==> src/hw/rtl/gose_pkg.sv <==
`timescale 1ns / 1ps
// Shared types and constants for the grid octile successor expander.
// Used by gose_ctrl, gose_dp and grid_octile_successor_expander; no dependencies.
package gose_pkg;

    localparam int COORD_BITS_DEF = 8;
    localparam int N_NBR          = 8;
    localparam int CFG_IDX_W      = 3;
    localparam int CFG_DATA_W     = 9;

    localparam logic [16:0] COST_ORTHO = 17'd65536;
    localparam logic [16:0] COST_DIAG  = 17'd92682;
    localparam logic [14:0] OCT_FACTOR = 15'd27146;
    localparam logic [24:0] EST_MAX    = 25'h1FF_FFFF;

    localparam logic [2:0] K_LAST = 3'(N_NBR - 1);

    // neighbor slots of the orthogonal moves in the emit order
    localparam logic [2:0] K_W = 3'd0;
    localparam logic [2:0] K_E = 3'd1;
    localparam logic [2:0] K_N = 3'd2;
    localparam logic [2:0] K_S = 3'd3;

    localparam logic REQ_MARK   = 1'b0;
    localparam logic REQ_EXPAND = 1'b1;

    // emit order of the neighbors and their column / row offsets
    localparam logic [3:0] DIR_ORDER [N_NBR] = '{4'd3, 4'd5, 4'd1, 4'd7,
                                                 4'd0, 4'd2, 4'd6, 4'd8};
    localparam logic signed [1:0] DIR_DX [N_NBR] = '{-2'sd1, 2'sd1, 2'sd0, 2'sd0,
                                                     -2'sd1, 2'sd1, -2'sd1, 2'sd1};
    localparam logic signed [1:0] DIR_DY [N_NBR] = '{2'sd0, 2'sd0, -2'sd1, 2'sd1,
                                                     -2'sd1, -2'sd1, 2'sd1, 2'sd1};

    typedef enum logic [2:0] {
        CFG_GRID_WIDTH  = 3'd0,
        CFG_GRID_HEIGHT = 3'd1,
        CFG_GOAL_X      = 3'd2,
        CFG_GOAL_Y      = 3'd3,
        CFG_HEUR_MODE   = 3'd4
    } t_cfg_idx;

    typedef struct packed {
        logic       req_type;
        logic [7:0] cell_x;
        logic [7:0] cell_y;
    } t_in_item;

    typedef struct packed {
        logic        move_valid;
        logic [3:0]  move_dir;
        logic [7:0]  next_x;
        logic [7:0]  next_y;
        logic [16:0] step_cost;
        logic [24:0] goal_estimate;
        logic        last_move;
    } t_out_item;

    typedef struct packed {
        logic       clr;
        logic       mark;
        logic       load;
        logic       rd;
        logic [2:0] rd_idx;
        logic       emit;
    } t_dp_cmd;

    typedef struct packed {
        logic clr_done;
        logic out_free;
        logic last;
    } t_dp_stat;

endpackage

==> src/hw/rtl/gose_ctrl.sv <==
`timescale 1ns / 1ps
// Sequencer for the successor expander: clearing pass, neighbor reads, result emission.
// Depends on gose_pkg; drives gose_dp through t_dp_cmd and reads t_dp_stat.
module gose_ctrl (
    input  logic               i_clk,
    input  logic               i_rst_n,
    input  logic               i_in_valid,
    input  logic               i_req_type,
    output logic               o_in_ready,
    output gose_pkg::t_dp_cmd  o_cmd,
    input  gose_pkg::t_dp_stat i_stat
);

    typedef enum logic [2:0] {
        S_CLEAR,
        S_IDLE,
        S_READ,
        S_DRAIN,
        S_EMIT
    } t_state;

    t_state     r_state;
    logic [2:0] r_k;
    logic       r_in_ready;
    logic       w_acc;

    assign w_acc      = i_in_valid & r_in_ready;
    assign o_in_ready = r_in_ready;

    always_comb begin
        o_cmd = '0;
        unique case (r_state)
            S_CLEAR: o_cmd.clr = 1'b1;
            S_IDLE: begin
                o_cmd.mark = w_acc & (i_req_type == gose_pkg::REQ_MARK);
                o_cmd.load = w_acc & (i_req_type == gose_pkg::REQ_EXPAND);
            end
            S_READ: begin
                o_cmd.rd     = 1'b1;
                o_cmd.rd_idx = r_k;
            end
            S_DRAIN: o_cmd = '0;
            S_EMIT:  o_cmd.emit = i_stat.out_free;
            default: o_cmd = '0;
        endcase
    end

    always_ff @(posedge i_clk) begin
        if (!i_rst_n) begin
            r_state    <= S_CLEAR;
            r_k        <= '0;
            r_in_ready <= 1'b0;
        end else begin
            unique case (r_state)
                S_CLEAR: begin
                    if (i_stat.clr_done) begin
                        r_state    <= S_IDLE;
                        r_in_ready <= 1'b1;
                    end
                end
                S_IDLE: begin
                    if (o_cmd.load) begin
                        r_state    <= S_READ;
                        r_k        <= '0;
                        r_in_ready <= 1'b0;
                    end
                end
                S_READ: begin
                    r_k <= r_k + 3'd1;
                    if (r_k == gose_pkg::K_LAST) begin
                        r_state <= S_DRAIN;
                    end
                end
                S_DRAIN: r_state <= S_EMIT;
                S_EMIT: begin
                    // leave once the final result of this expansion is loaded
                    if (i_stat.out_free && i_stat.last) begin
                        r_state    <= S_IDLE;
                        r_in_ready <= 1'b1;
                    end
                end
                default: begin
                    r_state    <= S_IDLE;
                    r_in_ready <= 1'b1;
                end
            endcase
        end
    end

endmodule

==> config.mk <==
export PLATFORM = sky130hd
export DESIGN_NAME = gose_ctrl
export DESIGN_NICKNAME = d
export VERILOG_FILES = /design/src/hw/rtl/gose_pkg.sv /design/src/hw/rtl/gose_ctrl.sv
export SDC_FILE = /design/constraint.sdc
export NUM_CORES = 1
export LEC_CHECK = 0
export BUFFER_PORTS_ARGS = -buffer_cell sky130_fd_sc_hd__buf_4
export CAP_MARGIN = 20
export CORE_MARGIN = 1
export CORE_UTILIZATION = 25
export DETAILED_ROUTE_END_ITERATION = 10
export PLACE_DENSITY = 0.5
export SETUP_SLACK_MARGIN = 0.5
export SYNTH_ARGS = -nofsm -noshare
export SYNTH_HDL_FRONTEND = slang
export SYNTH_SLANG_ARGS = --single-unit
==> constraint.sdc <==
create_clock -name i_clk -period 1.7 [get_ports i_clk]
set_clock_uncertainty 0.15 [all_clocks]
set_input_delay 0.34 -clock i_clk [delete_from_list [all_inputs] [get_ports i_clk]]
set_output_delay 0.34 -clock i_clk [all_outputs]
set_load 0.02 [all_outputs]
==> flow_summary.toml, run 1 <==
[status]
status = "complete, but fails checks"
violations = "negative setup slack"

[floorplanning]
fp.dieH_um = 43.9
ioPinCount = 16
die_area_sq_um = 1930
num_rows = 14
initial_utilization_pct = 27.9
die_width_um = 43.9
core_area_sq_um = 1580

[finish]
final_common_cell = "buf_4"
nets = 89
n_antenna_cell = 0
drive_gt1_share_pct = 73.4
syn_to_final_growth_pct = 96.9
utilization_pct = 54.8
mostFrequentLayoutCells = "buf_4, buf_6, dfxtp_4"

[synthesis]
ys_ff_latch = 7
synthSimpleGateAreaFrac_pct = 25.1
synth_top_family_by_area = "simple AND/OR/NAND/NOR gates"
syn-cell-area_sq_um = 439
ys_seq_area_share_pct = 31.9
avgSynthCellArea_sq_um = 8.78
syn_inst = 50
ys_warn_count = 0
synthMuxAreaShare_pct = 2.28
synth_compound_area_share_pct = 24.8
synth_fa_ha_area_share_pct = 5.70
synth_fp_nets = 59
synth_cell_type_count = 24
synthXorXnorAreaFrac_pct = 0

[sta]
post-route-period-util_pct = 101
max_slew_margin_pct = 81.4
hold_viol = 0
finalCriticalPeriod_ns = 1.71
finalWorstSetupSlack_ns = -0.0112
final_max_slew_viol_count = 0
worst_pin_slew_ns = 0.278
rsz0062_at_grt = "true"
finalSetupViolations = 3
holdWs_ns = 0.183
fmax_ghz = 0.584

[routing]
postRouteAntennaNets = 0
num_vias = 490
viasPerCell = 5.16
drt-total-wl_um = 1370
route.detailed.drc = 0
drt-wirelength-per-cell_um = 14.4
drt-initial-drc-count = 4
dr.pass1.iters = 5

[power_and_ir_drop]
power_mw = 0.420
peakVddDrop_mv = 0.379
leakage_nw = 0.344
power.density_nw_per_um2 = 486

[global_route]
grt_use_total_pct = 15.1
grt_pass1_wl_um = 2120
first_global_vias = 509
gr-total-overflow = 0
grt_max_degree = 7
grt_antenna_before_repair = 0

[critical_path]
path_class = "reg2out"
crit_arrival_ns = 1.22
critPathCaptureType = "output port"
regToRegSetupSlack_ns = 0.28
crit_path_max_fanout = 6
worstSetupStartpointType = "register"
critPathRequiredTime_ns = 1.21

[worst_hold_path]
hold_path.class = "in2reg"

[clock_network]
ctsHtreeMaxLevel = 1
clock_sinks = 7
cts_root_buf = "clkbuf_4"
cts_tree = "built"
cts_max_path_buffers = 2
clkLatencyLatePin_ns = 0.25
cts_buffers = 3
clk_pin_slew_worst_paths_ns = 0.05
postCtsHoldBufs = 0

[job]
cap_violations = 0

[place]
dp_hpwl_um = 783
place_ws_ns = 0.0840
place.gp.congestion = 0.740
portBuffers = 15
==> final timing paths <==
check / startpoint / end / depth (start not counted)
max reg2reg: r_state[0] / r_k[2] / 5
min: i_rst_n / r_k[0] / 3
min reg2reg: o_in_ready / o_in_ready / 2
max: r_state[0] / o_cmd[3] / 3
==> layout make-up <==
class | count | area, sq um
clock buffers | 4 | 26.3
fillers | 135 | 712
inverters | 4 | 15.0
multi-input cells | 36 | 395
flip-flops and latches | 7 | 160
well taps | 16 | 20.0
repair buffers | 28 | 248
==> critical path: stages, from the launching register on <==
cell,delay (ns)
dfxtp_4,0.37
nor3b_4,0.29
and2_4,0.21
buf_6,0.11
==> registers in the layout, summed over array words and instances, names as in the netlist <==
name and flops:
o_in_ready 1, r_k 3, r_state 3
==> cell usage after synthesis <==
| cell type | count | area (sq um) |
|---|---|---|
| a211o_1 | 1 | 8.76 |
| a211oi_1 | 2 | 15.0 |
| a21oi_1 | 6 | 30.0 |
| a22oi_1 | 1 | 7.51 |
| a31oi_1 | 3 | 18.8 |
| and2_2 | 3 | 22.5 |
| and3_1 | 2 | 12.5 |
| buf_4 | 1 | 7.51 |
| buf_6 | 2 | 22.5 |
| dfxtp_1 | 7 | 140 |
| ha_1 | 2 | 25.0 |
| inv_1 | 4 | 15.0 |
| mux2i_1 | 1 | 10.0 |
| nand2_1 | 2 | 7.51 |
| nand3_1 | 2 | 10.0 |
| nand3b_1 | 1 | 7.51 |
| nand4bb_1 | 1 | 11.3 |
| nor2_1 | 2 | 7.51 |
| nor3_1 | 1 | 5.00 |
| nor3b_1 | 1 | 7.51 |
| nor3b_4 | 1 | 18.8 |
| o21ai_0 | 2 | 10.0 |
| o2bb2ai_1 | 1 | 8.76 |
| o311a_1 | 1 | 10.0 |
==> per-layer routing <==
metal  track usage (%)  vias to the layer above  routed length, um
met5                 0                        -                  0
met4              6.67                        0                 31
met3              6.67                        4                 57
met2              23.9                       11                700
met1              17.6                      233                575
li1                  -                      242                  -
==> where the power goes <==
group / switching, mW / leakage, nW / internal, mW / total, mW
logic: 0.0465 / 0.268 / 0.0518 / 0.0982
clock network: 0.0584 / 0.0150 / 0.0894 / 0.148
registers: 0.00886 / 0.0610 / 0.165 / 0.174
total: 0.114 / 0.344 / 0.306 / 0.420
==> kinds of logic after synthesis <==
logic type               count (synthesis)
AO/OA/AOI/OAI                           17
adder cells (fa/ha/maj)                  2
buffers and inverters                    7
flip-flops                               7
multiplexers                             1
AND/OR/NAND/NOR                         16
==> repair_timing <==
item / CTS / global route
setup buffers: 7 / 3
gates resized for setup: 35 / 5
cloned: 0 / 0
endpoints found under the setup margin: 15 / 15
pin swaps: 13 / 10
==> metrics by stage <==
step           cell area (sq um)  setup TNS, ns  cells
3_5_place_dp                 591              0     81
2_1_floorplan                469              0     50
3_3_place_gp                 591              0     81
4_1_cts                      823       -0.00490     92
6_report                     865        -0.0261     95
5_1_grt                      865         -0.301     95
(Power assumes the default switching activity.)
==> run 2: changes to the inputs <==
--- a/config.mk
+++ b/config.mk
@@ -7,10 +7,10 @@
 export LEC_CHECK = 0
 export BUFFER_PORTS_ARGS = -buffer_cell sky130_fd_sc_hd__buf_4
 export CAP_MARGIN = 20
-export CORE_MARGIN = 1
-export CORE_UTILIZATION = 25
+export CORE_AREA = 2 2 39 41
 export DETAILED_ROUTE_END_ITERATION = 10
-export PLACE_DENSITY = 0.5
+export DIE_AREA = 0 0 41 43
+export PLACE_DENSITY = 0.61
 export SETUP_SLACK_MARGIN = 0.5
 export SYNTH_ARGS = -nofsm -noshare
 export SYNTH_HDL_FRONTEND = slang
==> run 2 against run 1 <==
Compared with the run above: the run still ends with negative setup slack left; sequential share of layout area fell by 1.1 points; clock-buffer cell count did not move; wire length rose by 14%; clock power rose by 4%; worst hold slack improved by 0.041 ns; first-iteration DRC count did not move; power rose by 5.7%; die area fell by 8.6%.
==> flow_summary.toml, run 2 (synthesis results as in run 1) <==
[power_and_ir_drop]
clkPwrFrac_pct = 34.8
switchingPower_mw = 0.125
leakage_nw = 0.356
p_sw_share_pct = 28.1
power.internal_mw = 0.319
peakVddDrop_mv = 0.512
power_frac_comb_pct = 25.8
power.density_nw_per_um2 = 498
power_frac_seq_pct = 39.5

[critical_path]
crit_arrival_ns = 1.23
critPathCaptureType = "output port"
crit_start = "r_state[0]"
path_class = "reg2out"
worstSetupStartpointType = "register"
worstReg2RegStart = "r_state[0]"
reg2reg_depth = 7
critPathRequiredTime_ns = 1.21
crit_path_max_fanout = 4

[finish]
nets = 92
syn_to_final_growth_pct = 103
n_antenna_cell = 0
n_fill_cell = 104
final_area_sq_um = 891
mostFrequentLayoutCells = "buf_6, buf_4, a21oi_1"
final_cells = 98
final_common_cell = "buf_6"
drive_gt1_share_pct = 73.2

[global_route]
grt_util_met3_pct = 7.85
grt_antenna_before_repair = 0
first_global_vias = 485
gr-total-overflow = 0
grt_max_degree = 7
grt_pass1_wl_um = 2280
grt_use_total_pct = 19.4
use_met2_pct = 30.3
busiest_layer = "met2"
grt_use_met1_pct = 25.2

[clock_network]
postCtsHoldBufs = 0
cts_buffers = 3
cts_max_path_buffers = 2
clkLatencyLatePin_ns = 0.26
cts_tree = "built"
cts_root_buf = "clkbuf_4"
ctsHtreeMaxLevel = 1
clock_sinks = 7
clk_pin_slew_worst_paths_ns = 0.06

[sta]
finalWorstSetupSlack_ns = -0.0225
worst_pin_slew_ns = 0.268
rsz0062_at_grt = "true"
final_max_slew_viol_count = 0
finalCriticalPeriod_ns = 1.72
fmax_ghz = 0.581
post-route-period-util_pct = 101
hold_viol = 0
holdWs_ns = 0.224
finalSetupViolations = 4
max_slew_margin_pct = 82.1

[routing]
viasPerCell = 5.13
drt-initial-drc-count = 4
num_vias = 503
postRouteAntennaNets = 0
route.detailed.drc = 0
drt-wirelength-per-cell_um = 15.8
drt-total-wl_um = 1550
dr.pass1.iters = 3

[job]
cap_violations = 0

[status]
status = "complete, but fails checks"
violations = "negative setup slack"

[floorplanning]
core_area_sq_um = 1380
initial_utilization_pct = 31.7
die_area_sq_um = 1760
ioPinCount = 16
num_rows = 14
fp.dieH_um = 43
die_width_um = 41

[worst_hold_path]
hold_path.class = "in2reg"
holdPathStages = 3
hp-start = "i_rst_n"

[place]
dpl.cell_count = 80
placed_cell_area_sq_um = 583
portBuffers = 15
place_ws_ns = 0.0866
place.gp.congestion = 0.752
dp_hpwl_um = 792
run 2: routing by layer:
layer  part of all wire [%]  vias to the layer above
met1                     45                      245
met5                      0                        -
li1                       -                      250
met4                      0                        0
met3                    3.3                        0
met2                     52                        8
run 2: power groups by stage:
stage	clock network [mW]	logic, mW	registers, mW
2_1_floorplan	0	0.0392	0.178
3_3_place_gp	0	0.0592	0.181
3_5_place_dp	0	0.0602	0.181
4_1_cts	0.157	0.0934	0.175
5_1_grt	0.168	0.120	0.176
6_report	0.154	0.114	0.175
run 2: final timing paths:
path	end	slack [ns]
max	o_cmd[7]	-0.02
max reg2reg	o_in_ready	0.11
min	r_k[0]	0.22
min reg2reg	o_in_ready	0.38
run 2: critical path, cell delays in order (launching register included):
cell     delay (ns)
dfxtp_4        0.37
buf_6          0.12
buf_6          0.11
nor3_4         0.23
buf_6          0.15
run 2: repair_timing:
action	CTS	global route
buffers inserted	10	4
pin swaps	13	8
endpoints found under the setup margin	15	15
resized for setup	31	10
run 2: per-stage QoR:
stage | power (mW) | utilization [%] | TNS, ns
after floorplan | 0.218 | - | 0
after global placement | 0.240 | 42.1 | 0
after detailed placement | 0.241 | 42.1 | 0
after CTS | 0.426 | 59.0 | -0.0331
after global routing | 0.464 | 64.4 | -0.353
final | 0.444 | 64.4 | -0.0483
run 2: cell type report:
cell class,instances,area (sq um),share of cell area [%]
timing repair buffer,31,293,32.9
tap,16,20.0,2.25
clock buffer,4,26.3,2.95
sequential,7,155,17.4
multi-input combinational,36,379,42.6
inverter,4,17.5,1.97
